## src/rtl/core/rcsf_pkg.sv

```systemverilog
package rcsf_pkg;

  // op codes
  localparam logic [1:0] OP_SET_RATE = 2'd0;
  localparam logic [1:0] OP_MOVE     = 2'd1;
  localparam logic [1:0] OP_ENABLE   = 2'd2;

  // register indexes
  localparam logic [1:0] CFG_DEG_PER_STEP = 2'd0;
  localparam logic [1:0] CFG_BACKLASH     = 2'd1;
  localparam logic [1:0] CFG_REVERSE      = 2'd2;

  localparam logic [31:0] DEG_RESET   = 32'd16777;
  localparam logic [31:0] MIN_MAG     = 32'd505;
  localparam logic [40:0] PERIOD_NUM  = 41'd1048576000000;
  localparam logic [31:0] CENTRE_Q24  = 32'd1509949440;  // 90 deg in Q24
  localparam logic [31:0] HALF_Q24    = 32'd8388608;
  localparam logic [7:0]  ANGLE_MAX   = 8'd180;
  localparam logic [7:0]  ANGLE_MID   = 8'd90;

  localparam int unsigned DIV_STEPS = 31;
  localparam int unsigned MUL_STEPS = 32;

  // request to the shared add/subtract unit
  typedef struct packed {
    logic [32:0] a;
    logic [32:0] b;
    logic        sub;
  } alu_req_t;

endpackage

```

## src/rtl/core/rcsf_in_if.sv

```systemverilog
interface rcsf_in_if;
  logic               valid;
  logic               ready;
  logic [1:0]         op;
  logic signed [31:0] rate;
  logic               in_backlash;
  logic               synced;
  logic [31:0]        now_ms;
  logic               enable_value;

  modport source (output valid, op, rate, in_backlash, synced, now_ms, enable_value,
                  input ready);
  modport sink (input valid, op, rate, in_backlash, synced, now_ms, enable_value,
                output ready);
endinterface

```

## src/rtl/core/rcsf_out_if.sv

```systemverilog
interface rcsf_out_if;
  logic               valid;
  logic               ready;
  logic               angle_valid;
  logic [7:0]         servo_angle;
  logic               period_valid;
  logic [30:0]        step_period;
  logic signed [1:0]  direction;
  logic signed [31:0] position;

  modport source (output valid, angle_valid, servo_angle, period_valid, step_period,
                  direction, position, input ready);
  modport sink (input valid, angle_valid, servo_angle, period_valid, step_period,
                direction, position, output ready);
endinterface

```

## src/rtl/core/rcsf_cfg_if.sv

```systemverilog
interface rcsf_cfg_if;
  logic        valid;
  logic        ready;
  logic [1:0]  index;
  logic [31:0] data;

  modport source (output valid, index, data, input ready);
  modport sink (input valid, index, data, output ready);
endinterface

```

## src/rtl/core/rcsf_addsub.sv

```systemverilog
module rcsf_addsub import rcsf_pkg::*; (
  input  alu_req_t    req,
  output logic [33:0] res
);
  // bit 33 is carry on add, borrow on subtract
  always_comb begin
    if (req.sub) begin
      res = {1'b0, req.a} - {1'b0, req.b};
    end else begin
      res = {1'b0, req.a} + {1'b0, req.b};
    end
  end
endmodule

```

## src/rtl/core/rc_servo_step_follower.sv

```systemverilog
// Processing: set_rate may run a restoring divide (31 divider steps), a move tick
//   a shift-add multiply (32 multiplier steps), enable/disable neither; plus output stall.
// Throughput: one beat at a time; the next input beat is taken once the shared
//   33-bit add/subtract unit and sequencer are back in idle.
// Reset: rst_n synchronous, active low; control state and configuration to defaults, payload and datapath not reset.
module rc_servo_step_follower import rcsf_pkg::*; #(
  parameter int unsigned THROTTLE_MS = 20
) (
  input  logic        clk,
  input  logic        rst_n,
  rcsf_in_if.sink     in_bus,
  rcsf_out_if.source  out_bus,
  rcsf_cfg_if.sink    cfg_bus
);

  localparam logic [31:0] ThrottleW = 32'(THROTTLE_MS);
  localparam logic [4:0]  DivLast   = 5'(DIV_STEPS - 1);
  localparam logic [4:0]  MulLast   = 5'(MUL_STEPS - 1);

  // sequencer
  typedef enum logic [7:0] {
    S_IDLE  = 8'b0000_0001,
    S_EXEC  = 8'b0000_0010,  // decode and direct register updates
    S_DIV   = 8'b0000_0100,  // restoring divide, one quotient bit per cycle
    S_PFIN  = 8'b0000_1000,  // compare new period against programmed one
    S_APREP = 8'b0001_0000,  // sign handling before angle multiply
    S_MUL   = 8'b0010_0000,  // shift-add multiply, one bit per cycle
    S_ANG   = 8'b0100_0000,  // centre, clamp, round
    S_EMIT  = 8'b1000_0000   // park result until output slot frees
  } state_t;

  state_t state_r, state_nxt;

  // captured input beat
  logic [1:0]  op_r;
  logic [31:0] rate_r;
  logic        bl_r, sy_r, ev_r;
  logic [31:0] now_r;

  // configuration
  logic [31:0] deg_r;
  logic [30:0] backlash_r;
  logic        reverse_r;

  // block state
  logic              enabled_r, enabled_nxt;
  logic signed [1:0] step_dir_r, step_dir_nxt;
  logic [31:0]       last_rate_r, last_rate_nxt;
  logic [31:0]       target_r, target_nxt;
  logic [31:0]       motor_r, motor_nxt;
  logic [31:0]       last_upd_r, last_upd_nxt;
  logic [30:0]       pp_r, pp_nxt;

  // datapath of the shared unit
  logic [31:0] mag_r, mag_nxt;
  logic [31:0] rem_r, rem_nxt;
  logic [30:0] sh_r, sh_nxt;     // dividend bits in, quotient bits out
  logic [31:0] hi_r, hi_nxt;
  logic [31:0] lo_r, lo_nxt;     // multiplier in, product low half out
  logic        neg_r, neg_nxt;
  logic [4:0]  cnt_r, cnt_nxt;

  // pending result
  logic        res_av_r, res_av_nxt;
  logic [7:0]  res_ang_r, res_ang_nxt;
  logic        res_pv_r, res_pv_nxt;
  logic [30:0] res_per_r, res_per_nxt;

  // output register
  logic              ov_r, ov_nxt;
  logic              o_av_r, o_pv_r;
  logic [7:0]        o_ang_r;
  logic [30:0]       o_per_r;
  logic signed [1:0] o_dir_r;
  logic [31:0]       o_pos_r;
  logic              out_load;

  alu_req_t    alu_req;
  logic [33:0] alu_res;

  rcsf_addsub u_alu (.req(alu_req), .res(alu_res));

  // combinational helpers for EXEC and the final stages
  logic [31:0]       abs_rate, mag_c, tgt_c, elapsed, p_c, v_c, vr_c;
  logic [40:0]       num_c;
  logic signed [1:0] dir_c;
  logic              big_c;
  logic [7:0]        ang_c;

  assign in_bus.ready  = (state_r == S_IDLE);
  assign cfg_bus.ready = 1'b1;

  assign out_bus.valid        = ov_r;
  assign out_bus.angle_valid  = o_av_r;
  assign out_bus.servo_angle  = o_ang_r;
  assign out_bus.period_valid = o_pv_r;
  assign out_bus.step_period  = o_per_r;
  assign out_bus.direction    = o_dir_r;
  assign out_bus.position     = o_pos_r;

  // shared unit: subtract for the divider, add for the multiplier
  always_comb begin
    alu_req = '0;
    if (state_r == S_DIV) begin
      alu_req.a   = {rem_r, sh_r[30]};
      alu_req.b   = {1'b0, mag_r};
      alu_req.sub = 1'b1;
    end else if (state_r == S_MUL) begin
      alu_req.a   = {1'b0, hi_r};
      alu_req.b   = lo_r[0] ? {1'b0, deg_r} : 33'd0;
      alu_req.sub = 1'b0;
    end
  end

  always_comb begin
    // rate magnitude; -2^31 comes out as 2^31 unsigned
    abs_rate = rate_r[31] ? (32'd0 - rate_r) : rate_r;
    if (rate_r == 32'd0) begin
      dir_c = 2'sd0;
    end else if (rate_r[31]) begin
      dir_c = -2'sd1;
    end else begin
      dir_c = 2'sd1;
    end
    mag_c = bl_r ? {1'b0, backlash_r} : abs_rate;
    if (mag_c < MIN_MAG) begin
      dir_c = 2'sd0;
    end
    num_c = PERIOD_NUM + {10'd0, mag_c[31:1]};

    // target advance on a synced tick outside backlash
    tgt_c = (sy_r && !bl_r) ? (target_r + {{30{step_dir_r[1]}}, step_dir_r}) : target_r;
    elapsed = now_r - last_upd_r;

    p_c = reverse_r ? (32'd0 - motor_r) : motor_r;

    // angle from product; a product under the centre fits in lo_r
    big_c = (hi_r != 32'd0) || (lo_r >= CENTRE_Q24);
    v_c   = neg_r ? (CENTRE_Q24 - lo_r) : (CENTRE_Q24 + lo_r);
    vr_c  = v_c + HALF_Q24;
    if (big_c) begin
      ang_c = neg_r ? 8'd0 : ANGLE_MAX;
    end else if (vr_c[31:24] > ANGLE_MAX) begin
      ang_c = ANGLE_MAX;
    end else begin
      ang_c = vr_c[31:24];
    end
  end

  always_comb begin
    state_nxt     = state_r;
    enabled_nxt   = enabled_r;
    step_dir_nxt  = step_dir_r;
    last_rate_nxt = last_rate_r;
    target_nxt    = target_r;
    motor_nxt     = motor_r;
    last_upd_nxt  = last_upd_r;
    pp_nxt        = pp_r;
    mag_nxt       = mag_r;
    rem_nxt       = rem_r;
    sh_nxt        = sh_r;
    hi_nxt        = hi_r;
    lo_nxt        = lo_r;
    neg_nxt       = neg_r;
    cnt_nxt       = cnt_r;
    res_av_nxt    = res_av_r;
    res_ang_nxt   = res_ang_r;
    res_pv_nxt    = res_pv_r;
    res_per_nxt   = res_per_r;
    out_load      = 1'b0;

    case (state_r)
      S_IDLE: begin
        if (in_bus.valid) begin
          state_nxt = S_EXEC;
        end
      end

      S_EXEC: begin
        state_nxt = S_IDLE;
        case (op_r)
          OP_SET_RATE: begin
            if (!enabled_r) begin
              res_av_nxt  = 1'b0;
              res_ang_nxt = 8'd0;
              res_pv_nxt  = 1'b1;
              res_per_nxt = 31'd0;
              state_nxt   = S_EMIT;
            end else begin
              step_dir_nxt = dir_c;
              if (mag_c != last_rate_r) begin
                last_rate_nxt = mag_c;
                mag_nxt       = mag_c;
                cnt_nxt       = 5'd0;
                if (mag_c >= MIN_MAG) begin
                  rem_nxt   = {22'd0, num_c[40:31]};
                  sh_nxt    = num_c[30:0];
                  state_nxt = S_DIV;
                end else begin
                  sh_nxt    = 31'd0;
                  state_nxt = S_PFIN;
                end
              end
            end
          end
          OP_MOVE: begin
            target_nxt = tgt_c;
            if ($signed(motor_r) != $signed(tgt_c)) begin
              motor_nxt = ($signed(motor_r) > $signed(tgt_c)) ? (motor_r - 32'd1)
                                                                : (motor_r + 32'd1);
              if (elapsed >= ThrottleW) begin
                last_upd_nxt = now_r;
                state_nxt    = S_APREP;
              end
            end
          end
          OP_ENABLE: begin
            enabled_nxt = ev_r;
            if (!ev_r) begin
              pp_nxt       = 31'd0;
              step_dir_nxt = 2'sd0;
              res_av_nxt   = 1'b1;
              res_ang_nxt  = ANGLE_MID;
              res_pv_nxt   = 1'b1;
              res_per_nxt  = 31'd0;
              state_nxt    = S_EMIT;
            end
          end
          default: begin
            state_nxt = S_IDLE;
          end
        endcase
      end

      S_DIV: begin
        if (!alu_res[33]) begin
          rem_nxt = alu_res[31:0];
          sh_nxt  = {sh_r[29:0], 1'b1};
        end else begin
          rem_nxt = {rem_r[30:0], sh_r[30]};
          sh_nxt  = {sh_r[29:0], 1'b0};
        end
        cnt_nxt = cnt_r + 5'd1;
        if (cnt_r == DivLast) begin
          state_nxt = S_PFIN;
        end
      end

      S_PFIN: begin
        if (sh_r != pp_r) begin
          pp_nxt      = sh_r;
          res_av_nxt  = 1'b0;
          res_ang_nxt = 8'd0;
          res_pv_nxt  = 1'b1;
          res_per_nxt = sh_r;
          state_nxt   = S_EMIT;
        end else begin
          state_nxt = S_IDLE;
        end
      end

      S_APREP: begin
        neg_nxt   = p_c[31];
        lo_nxt    = p_c[31] ? (32'd0 - p_c) : p_c;
        hi_nxt    = 32'd0;
        cnt_nxt   = 5'd0;
        state_nxt = S_MUL;
      end

      S_MUL: begin
        hi_nxt  = alu_res[32:1];
        lo_nxt  = {alu_res[0], lo_r[31:1]};
        cnt_nxt = cnt_r + 5'd1;
        if (cnt_r == MulLast) begin
          state_nxt = S_ANG;
        end
      end

      S_ANG: begin
        res_av_nxt  = 1'b1;
        res_ang_nxt = ang_c;
        res_pv_nxt  = 1'b0;
        res_per_nxt = 31'd0;
        state_nxt   = S_EMIT;
      end

      S_EMIT: begin
        if (!ov_r || out_bus.ready) begin
          out_load  = 1'b1;
          state_nxt = S_IDLE;
        end
      end

      default: begin
        state_nxt = S_IDLE;
      end
    endcase
  end

  always_comb begin
    ov_nxt = ov_r;
    if (out_bus.ready) begin
      ov_nxt = 1'b0;
    end
    if (out_load) begin
      ov_nxt = 1'b1;
    end
  end

  always_ff @(posedge clk) begin
    if (!rst_n) begin
      state_r     <= S_IDLE;
      deg_r       <= DEG_RESET;
      backlash_r  <= 31'd0;
      reverse_r   <= 1'b0;
      enabled_r   <= 1'b0;
      step_dir_r  <= 2'sd0;
      last_rate_r <= 32'd0;
      target_r    <= 32'd0;
      motor_r     <= 32'd0;
      last_upd_r  <= 32'd0;
      pp_r        <= 31'd0;
      cnt_r       <= 5'd0;
      ov_r        <= 1'b0;
    end else begin
      state_r     <= state_nxt;
      enabled_r   <= enabled_nxt;
      step_dir_r  <= step_dir_nxt;
      last_rate_r <= last_rate_nxt;
      target_r    <= target_nxt;
      motor_r     <= motor_nxt;
      last_upd_r  <= last_upd_nxt;
      pp_r        <= pp_nxt;
      cnt_r       <= cnt_nxt;
      ov_r        <= ov_nxt;
      if (cfg_bus.valid) begin
        case (cfg_bus.index)
          CFG_DEG_PER_STEP: deg_r      <= cfg_bus.data;
          CFG_BACKLASH:     backlash_r <= cfg_bus.data[30:0];
          CFG_REVERSE:      reverse_r  <= cfg_bus.data[0];
          default: begin
          end
        endcase
      end
    end
  end

  // payload, no reset
  always_ff @(posedge clk) begin
    if (in_bus.valid && (state_r == S_IDLE)) begin
      op_r   <= in_bus.op;
      rate_r <= in_bus.rate;
      bl_r   <= in_bus.in_backlash;
      sy_r   <= in_bus.synced;
      now_r  <= in_bus.now_ms;
      ev_r   <= in_bus.enable_value;
    end
    mag_r     <= mag_nxt;
    rem_r     <= rem_nxt;
    sh_r      <= sh_nxt;
    hi_r      <= hi_nxt;
    lo_r      <= lo_nxt;
    neg_r     <= neg_nxt;
    res_av_r  <= res_av_nxt;
    res_ang_r <= res_ang_nxt;
    res_pv_r  <= res_pv_nxt;
    res_per_r <= res_per_nxt;
    if (out_load) begin
      o_av_r  <= res_av_r;
      o_ang_r <= res_ang_r;
      o_pv_r  <= res_pv_r;
      o_per_r <= res_per_r;
      o_dir_r <= step_dir_r;
      o_pos_r <= motor_r;
    end
  end

endmodule

```

## src/flat_wrapper.sv

```systemverilog
// flat-port wrapper written by rule: the top's interface ports become plain ports
module rc_servo_step_follower_flat import rcsf_pkg::*;
#(
  parameter int unsigned THROTTLE_MS = 20
)
  (clk, rst_n, in_bus_valid, in_bus_op, in_bus_rate, in_bus_in_backlash, in_bus_synced, in_bus_now_ms, in_bus_enable_value, in_bus_ready, out_bus_valid, out_bus_angle_valid, out_bus_servo_angle, out_bus_period_valid, out_bus_step_period, out_bus_direction, out_bus_position, out_bus_ready, cfg_bus_valid, cfg_bus_index, cfg_bus_data, cfg_bus_ready);
  rcsf_in_if in_bus_i ();
  rcsf_out_if out_bus_i ();
  rcsf_cfg_if cfg_bus_i ();
  input  logic clk;
  input  logic rst_n;
  input wire logic [$bits(in_bus_i.valid)-1:0] in_bus_valid;
  input wire logic [$bits(in_bus_i.op)-1:0] in_bus_op;
  input wire logic [$bits(in_bus_i.rate)-1:0] in_bus_rate;
  input wire logic [$bits(in_bus_i.in_backlash)-1:0] in_bus_in_backlash;
  input wire logic [$bits(in_bus_i.synced)-1:0] in_bus_synced;
  input wire logic [$bits(in_bus_i.now_ms)-1:0] in_bus_now_ms;
  input wire logic [$bits(in_bus_i.enable_value)-1:0] in_bus_enable_value;
  output wire logic [$bits(in_bus_i.ready)-1:0] in_bus_ready;
  output wire logic [$bits(out_bus_i.valid)-1:0] out_bus_valid;
  output wire logic [$bits(out_bus_i.angle_valid)-1:0] out_bus_angle_valid;
  output wire logic [$bits(out_bus_i.servo_angle)-1:0] out_bus_servo_angle;
  output wire logic [$bits(out_bus_i.period_valid)-1:0] out_bus_period_valid;
  output wire logic [$bits(out_bus_i.step_period)-1:0] out_bus_step_period;
  output wire logic [$bits(out_bus_i.direction)-1:0] out_bus_direction;
  output wire logic [$bits(out_bus_i.position)-1:0] out_bus_position;
  input wire logic [$bits(out_bus_i.ready)-1:0] out_bus_ready;
  input wire logic [$bits(cfg_bus_i.valid)-1:0] cfg_bus_valid;
  input wire logic [$bits(cfg_bus_i.index)-1:0] cfg_bus_index;
  input wire logic [$bits(cfg_bus_i.data)-1:0] cfg_bus_data;
  output wire logic [$bits(cfg_bus_i.ready)-1:0] cfg_bus_ready;
  assign in_bus_i.valid = in_bus_valid;
  assign in_bus_i.op = in_bus_op;
  assign in_bus_i.rate = in_bus_rate;
  assign in_bus_i.in_backlash = in_bus_in_backlash;
  assign in_bus_i.synced = in_bus_synced;
  assign in_bus_i.now_ms = in_bus_now_ms;
  assign in_bus_i.enable_value = in_bus_enable_value;
  assign in_bus_ready = in_bus_i.ready;
  assign out_bus_valid = out_bus_i.valid;
  assign out_bus_angle_valid = out_bus_i.angle_valid;
  assign out_bus_servo_angle = out_bus_i.servo_angle;
  assign out_bus_period_valid = out_bus_i.period_valid;
  assign out_bus_step_period = out_bus_i.step_period;
  assign out_bus_direction = out_bus_i.direction;
  assign out_bus_position = out_bus_i.position;
  assign out_bus_i.ready = out_bus_ready;
  assign cfg_bus_i.valid = cfg_bus_valid;
  assign cfg_bus_i.index = cfg_bus_index;
  assign cfg_bus_i.data = cfg_bus_data;
  assign cfg_bus_ready = cfg_bus_i.ready;
  rc_servo_step_follower #(.THROTTLE_MS(THROTTLE_MS)) u_core (.clk(clk), .rst_n(rst_n), .in_bus(in_bus_i), .out_bus(out_bus_i), .cfg_bus(cfg_bus_i));
endmodule
```

## config.mk

```make
export PLATFORM = sky130hd
export DESIGN_NAME = rc_servo_step_follower_flat
export DESIGN_NICKNAME = d
export VERILOG_FILES = /design/src/rtl/core/rcsf_pkg.sv /design/src/rtl/core/rcsf_in_if.sv /design/src/rtl/core/rcsf_out_if.sv /design/src/rtl/core/rcsf_cfg_if.sv /design/src/rtl/core/rcsf_addsub.sv /design/src/rtl/core/rc_servo_step_follower.sv /design/src/flat_wrapper.sv
export SDC_FILE = /design/constraint.sdc
export NUM_CORES = 1
export LEC_CHECK = 0
export BUFFER_PORTS_ARGS = -buffer_cell sky130_fd_sc_hd__clkbuf_2
export CORE_MARGIN = 5
export CORE_UTILIZATION = 25
export CTS_CLUSTER_SIZE = 40
export DETAILED_ROUTE_END_ITERATION = 10
export PLACE_DENSITY = 0.35
export SYNTH_ARGS = -nofsm -noshare
export SYNTH_HDL_FRONTEND = slang
export SYNTH_HIERARCHICAL = 1
export SYNTH_SLANG_ARGS = --single-unit
export TNS_END_PERCENT = 10
```

## constraint.sdc

```tcl
create_clock -name clk -period 19.9 [get_ports clk]
set_input_delay 0 -clock clk [delete_from_list [all_inputs] [get_ports clk]]
set_output_delay 0 -clock clk [all_outputs]
set_load 0.02 [all_outputs]
```

==> flow_summary.ini <==
[floorplanning]
initial_core_util_pct = 25.0
core_um2 = 139000
fp.dieW_um = 383
rows = 137
ioPinCount = 186
dieArea_um2 = 147000
die_h_um = 383

[place]
placed_area_um2 = 37900
hpwl_um = 89700
gp_congestion = 0.805
post-place-ws_ps = 12120
port_buffers = 184

[detailed_routing]
first_pass_iters = 5
drt_iter0_drc = 1813
routed_wl_um = 124000
vias_per_cell = 4.83
antenna_left = 0
num_vias = 29000
drc = 0
wl_per_cell_um = 20.7

[critical_path]
crit_start = u_core/step_dir_r[1]$_SDFFE_PN0P_
cp_max_fo = 26
crit_buf_inv = 2
r2r-start = u_core/step_dir_r[1]$_SDFFE_PN0P_
worstReg2RegEnd = u_core/motor_r[26]$_SDFFE_PN0P_
cp.arrival_ps = 8330
crit_path_start_kind = flip-flop
ff2ff_path_depth = 29
path_common_cell = o21ai_0
crit_family = compound AO/OA/AOI/OAI gates
path_class = flip-flop to flip-flop
crit_required_ps = 20440
end_kind = flip-flop
critPathMaxStageDelay_ps = 800
slowest_stage = dfxtp_1
cp.depth = 29
r2r_slack_ps = 12120

[clock_network]
cts.sinks = 585
postCtsSetupBuffers = 0
clk_path_buf_depth = 3
htreeDepth = 3
cts_resized = 0
insertion_delay_ps = 690
cts_tree = built
clk_pin_slew_ps = 60
cts_made_buffers = 78
root_buffer = clkbuf_16

[timing]
setup_tns_ps = 0
slew_headroom_pct = 6.80
rsz0062_at_grt = false
clock.fmax_ghz = 0.128
layout_min_cycle_time_ps = 7780
hold_violations = 0
fin_skew_ps = 27.0
worst_slack_ps = 12120
period_share_pct = 39.1
tightestPinTransition_ps = 1380
drv_slew = 0
setup_viol = 0

[worst_hold_path]
hp-start = in_bus_rate[26]
hp-class = input port to flip-flop
min_path_cells = 2
whs_endpoint = u_core/rate_r[26]$_DFFE_PP_

[logic_synthesis]
synth_edf_count = 345
synthDistinctLibCells = 94
yosysTopAreaCell = edfxtp_1
async_flop_share_pct = 0
yosysWarnings = 6
synth.area.top_cells = edfxtp_1, dfxtp_1, ha_1
yosysSeqAreaShare_pct = 43.5
avgSynthCellArea_um2 = 9.26
yosysMostFrequentCell = nand2_1
synth-seq-cells = 585
syn_area_um2 = 34800
synth_flop_cell = edfxtp_1
synthTopCellsByCount = nand2_1, nor2_1, edfxtp_1
synth_top_area_share_pct = 29.7
synthCells = 3759

[run_status]
status = finished, final reports clean

[pwr]
vdd_drop_max_v = 0.0000542
power_leakage_nw = 15.8
power.density_nw_per_um2 = 74.1

[run]
timing.max_cap.violations = 0

[global_route]
grt_max_degree = 88
antenna_found_initial = 5
grt_pass1_wl_um = 187000
grt_pass1_vias = 28400
gr-total-overflow = 0
track_usage_pct = 16.5

[cells_and_area]
fillers = 14700
fin_area_um2 = 42100
area_growth_pct = 21.0
drive_gt1_share_pct = 11.1
fin_nets = 4309
## worst max path at each step
stage | endpoint | slack (ps)
after floorplan | u_core/motor_r[26]$_SDFFE_PN0P_ | 12160
after global placement | u_core/motor_r[26]$_SDFFE_PN0P_ | 12180
after detailed placement | u_core/motor_r[26]$_SDFFE_PN0P_ | 12120
after CTS | u_core/motor_r[26]$_SDFFE_PN0P_ | 12060
after global routing | u_core/motor_r[26]$_SDFFE_PN0P_ | 11350
final | u_core/motor_r[26]$_SDFFE_PN0P_ | 12120
## cells in the final DEF, fill, tap and decap left out, drive strengths merged, types with 87 or more instances in the layout
| cell | count |
|---|---|
| xnor2 | 154 |
| o21ai | 183 |
| nor2 | 369 |
| mux2i | 157 |
| ha | 139 |
| clkbuf | 287 |
| dlygate4sd3 | 170 |
| inv | 101 |
| edfxtp | 345 |
| nand2 | 435 |
| a21oi | 279 |
| and2 | 87 |
| xor2 | 144 |
| dfxtp | 240 |
## metrics by stage
stage	utilization, %	total power [mW]	instances	hold WS (ps)
CTS	30.3	3.18	6000	0.800
global route	30.3	3.27	6000	39.2
global placement	27.3	1.74	5685	177
floorplan	-	1.59	3760	98.9
finish	30.3	3.12	6003	64.0
detailed placement	27.3	1.73	5685	179
## routing by layer
| layer | vias to the layer above | global-route usage, % | wire length [um] |
|---|---|---|---|
| met5 | - | 0 | 13 |
| met4 | 2 | 3.99 | 2190 |
| met3 | 112 | 2.49 | 5970 |
| met2 | 579 | 25.3 | 53900 |
| met1 | 14000 | 24.4 | 62200 |
| li1 | 14200 | - | - |
## power by group
part	internal (mW)	switching, mW	leakage [nW]	total, mW
Sequential	1.31	0.0269	5.06	1.34
Clock	0.801	0.589	1.21	1.39
Combinational	0.146	0.247	9.49	0.393
## repair_timing
item | 4_1_cts | 5_1_grt
hold endpoints to repair | 153 | 0
endpoints found under the setup margin | 0 | 0
hold buffers | 170 | 0
## logic make-up after synthesis
kind of cell | Yosys count | share of synthesized area [%]
compound gates | 843 | 15.6
xor+xnor | 299 | 7.56
fa+ha+maj | 142 | 5.17
buf+inv | 314 | 3.64
flops | 585 | 43.5
mux | 170 | 4.94
other cells | 2 | 0.0216
simple gates | 1404 | 19.5
## cell type report
class | instances | area [um2] | area share (%)
Inverter | 100 | 385 | 0.915
Timing Repair Buffer | 433 | 3220 | 7.63
Antenna cell | 3 | 7.51 | 0.0178
Tap cell | 1876 | 2350 | 5.57
Clock inverter | 42 | 369 | 0.876
Multi-Input combinational cell | 2861 | 18500 | 43.9
Sequential cell | 585 | 15200 | 36.0
Clock buffer | 103 | 2140 | 5.07
Note: power is estimated with default switching activity, not from simulation.
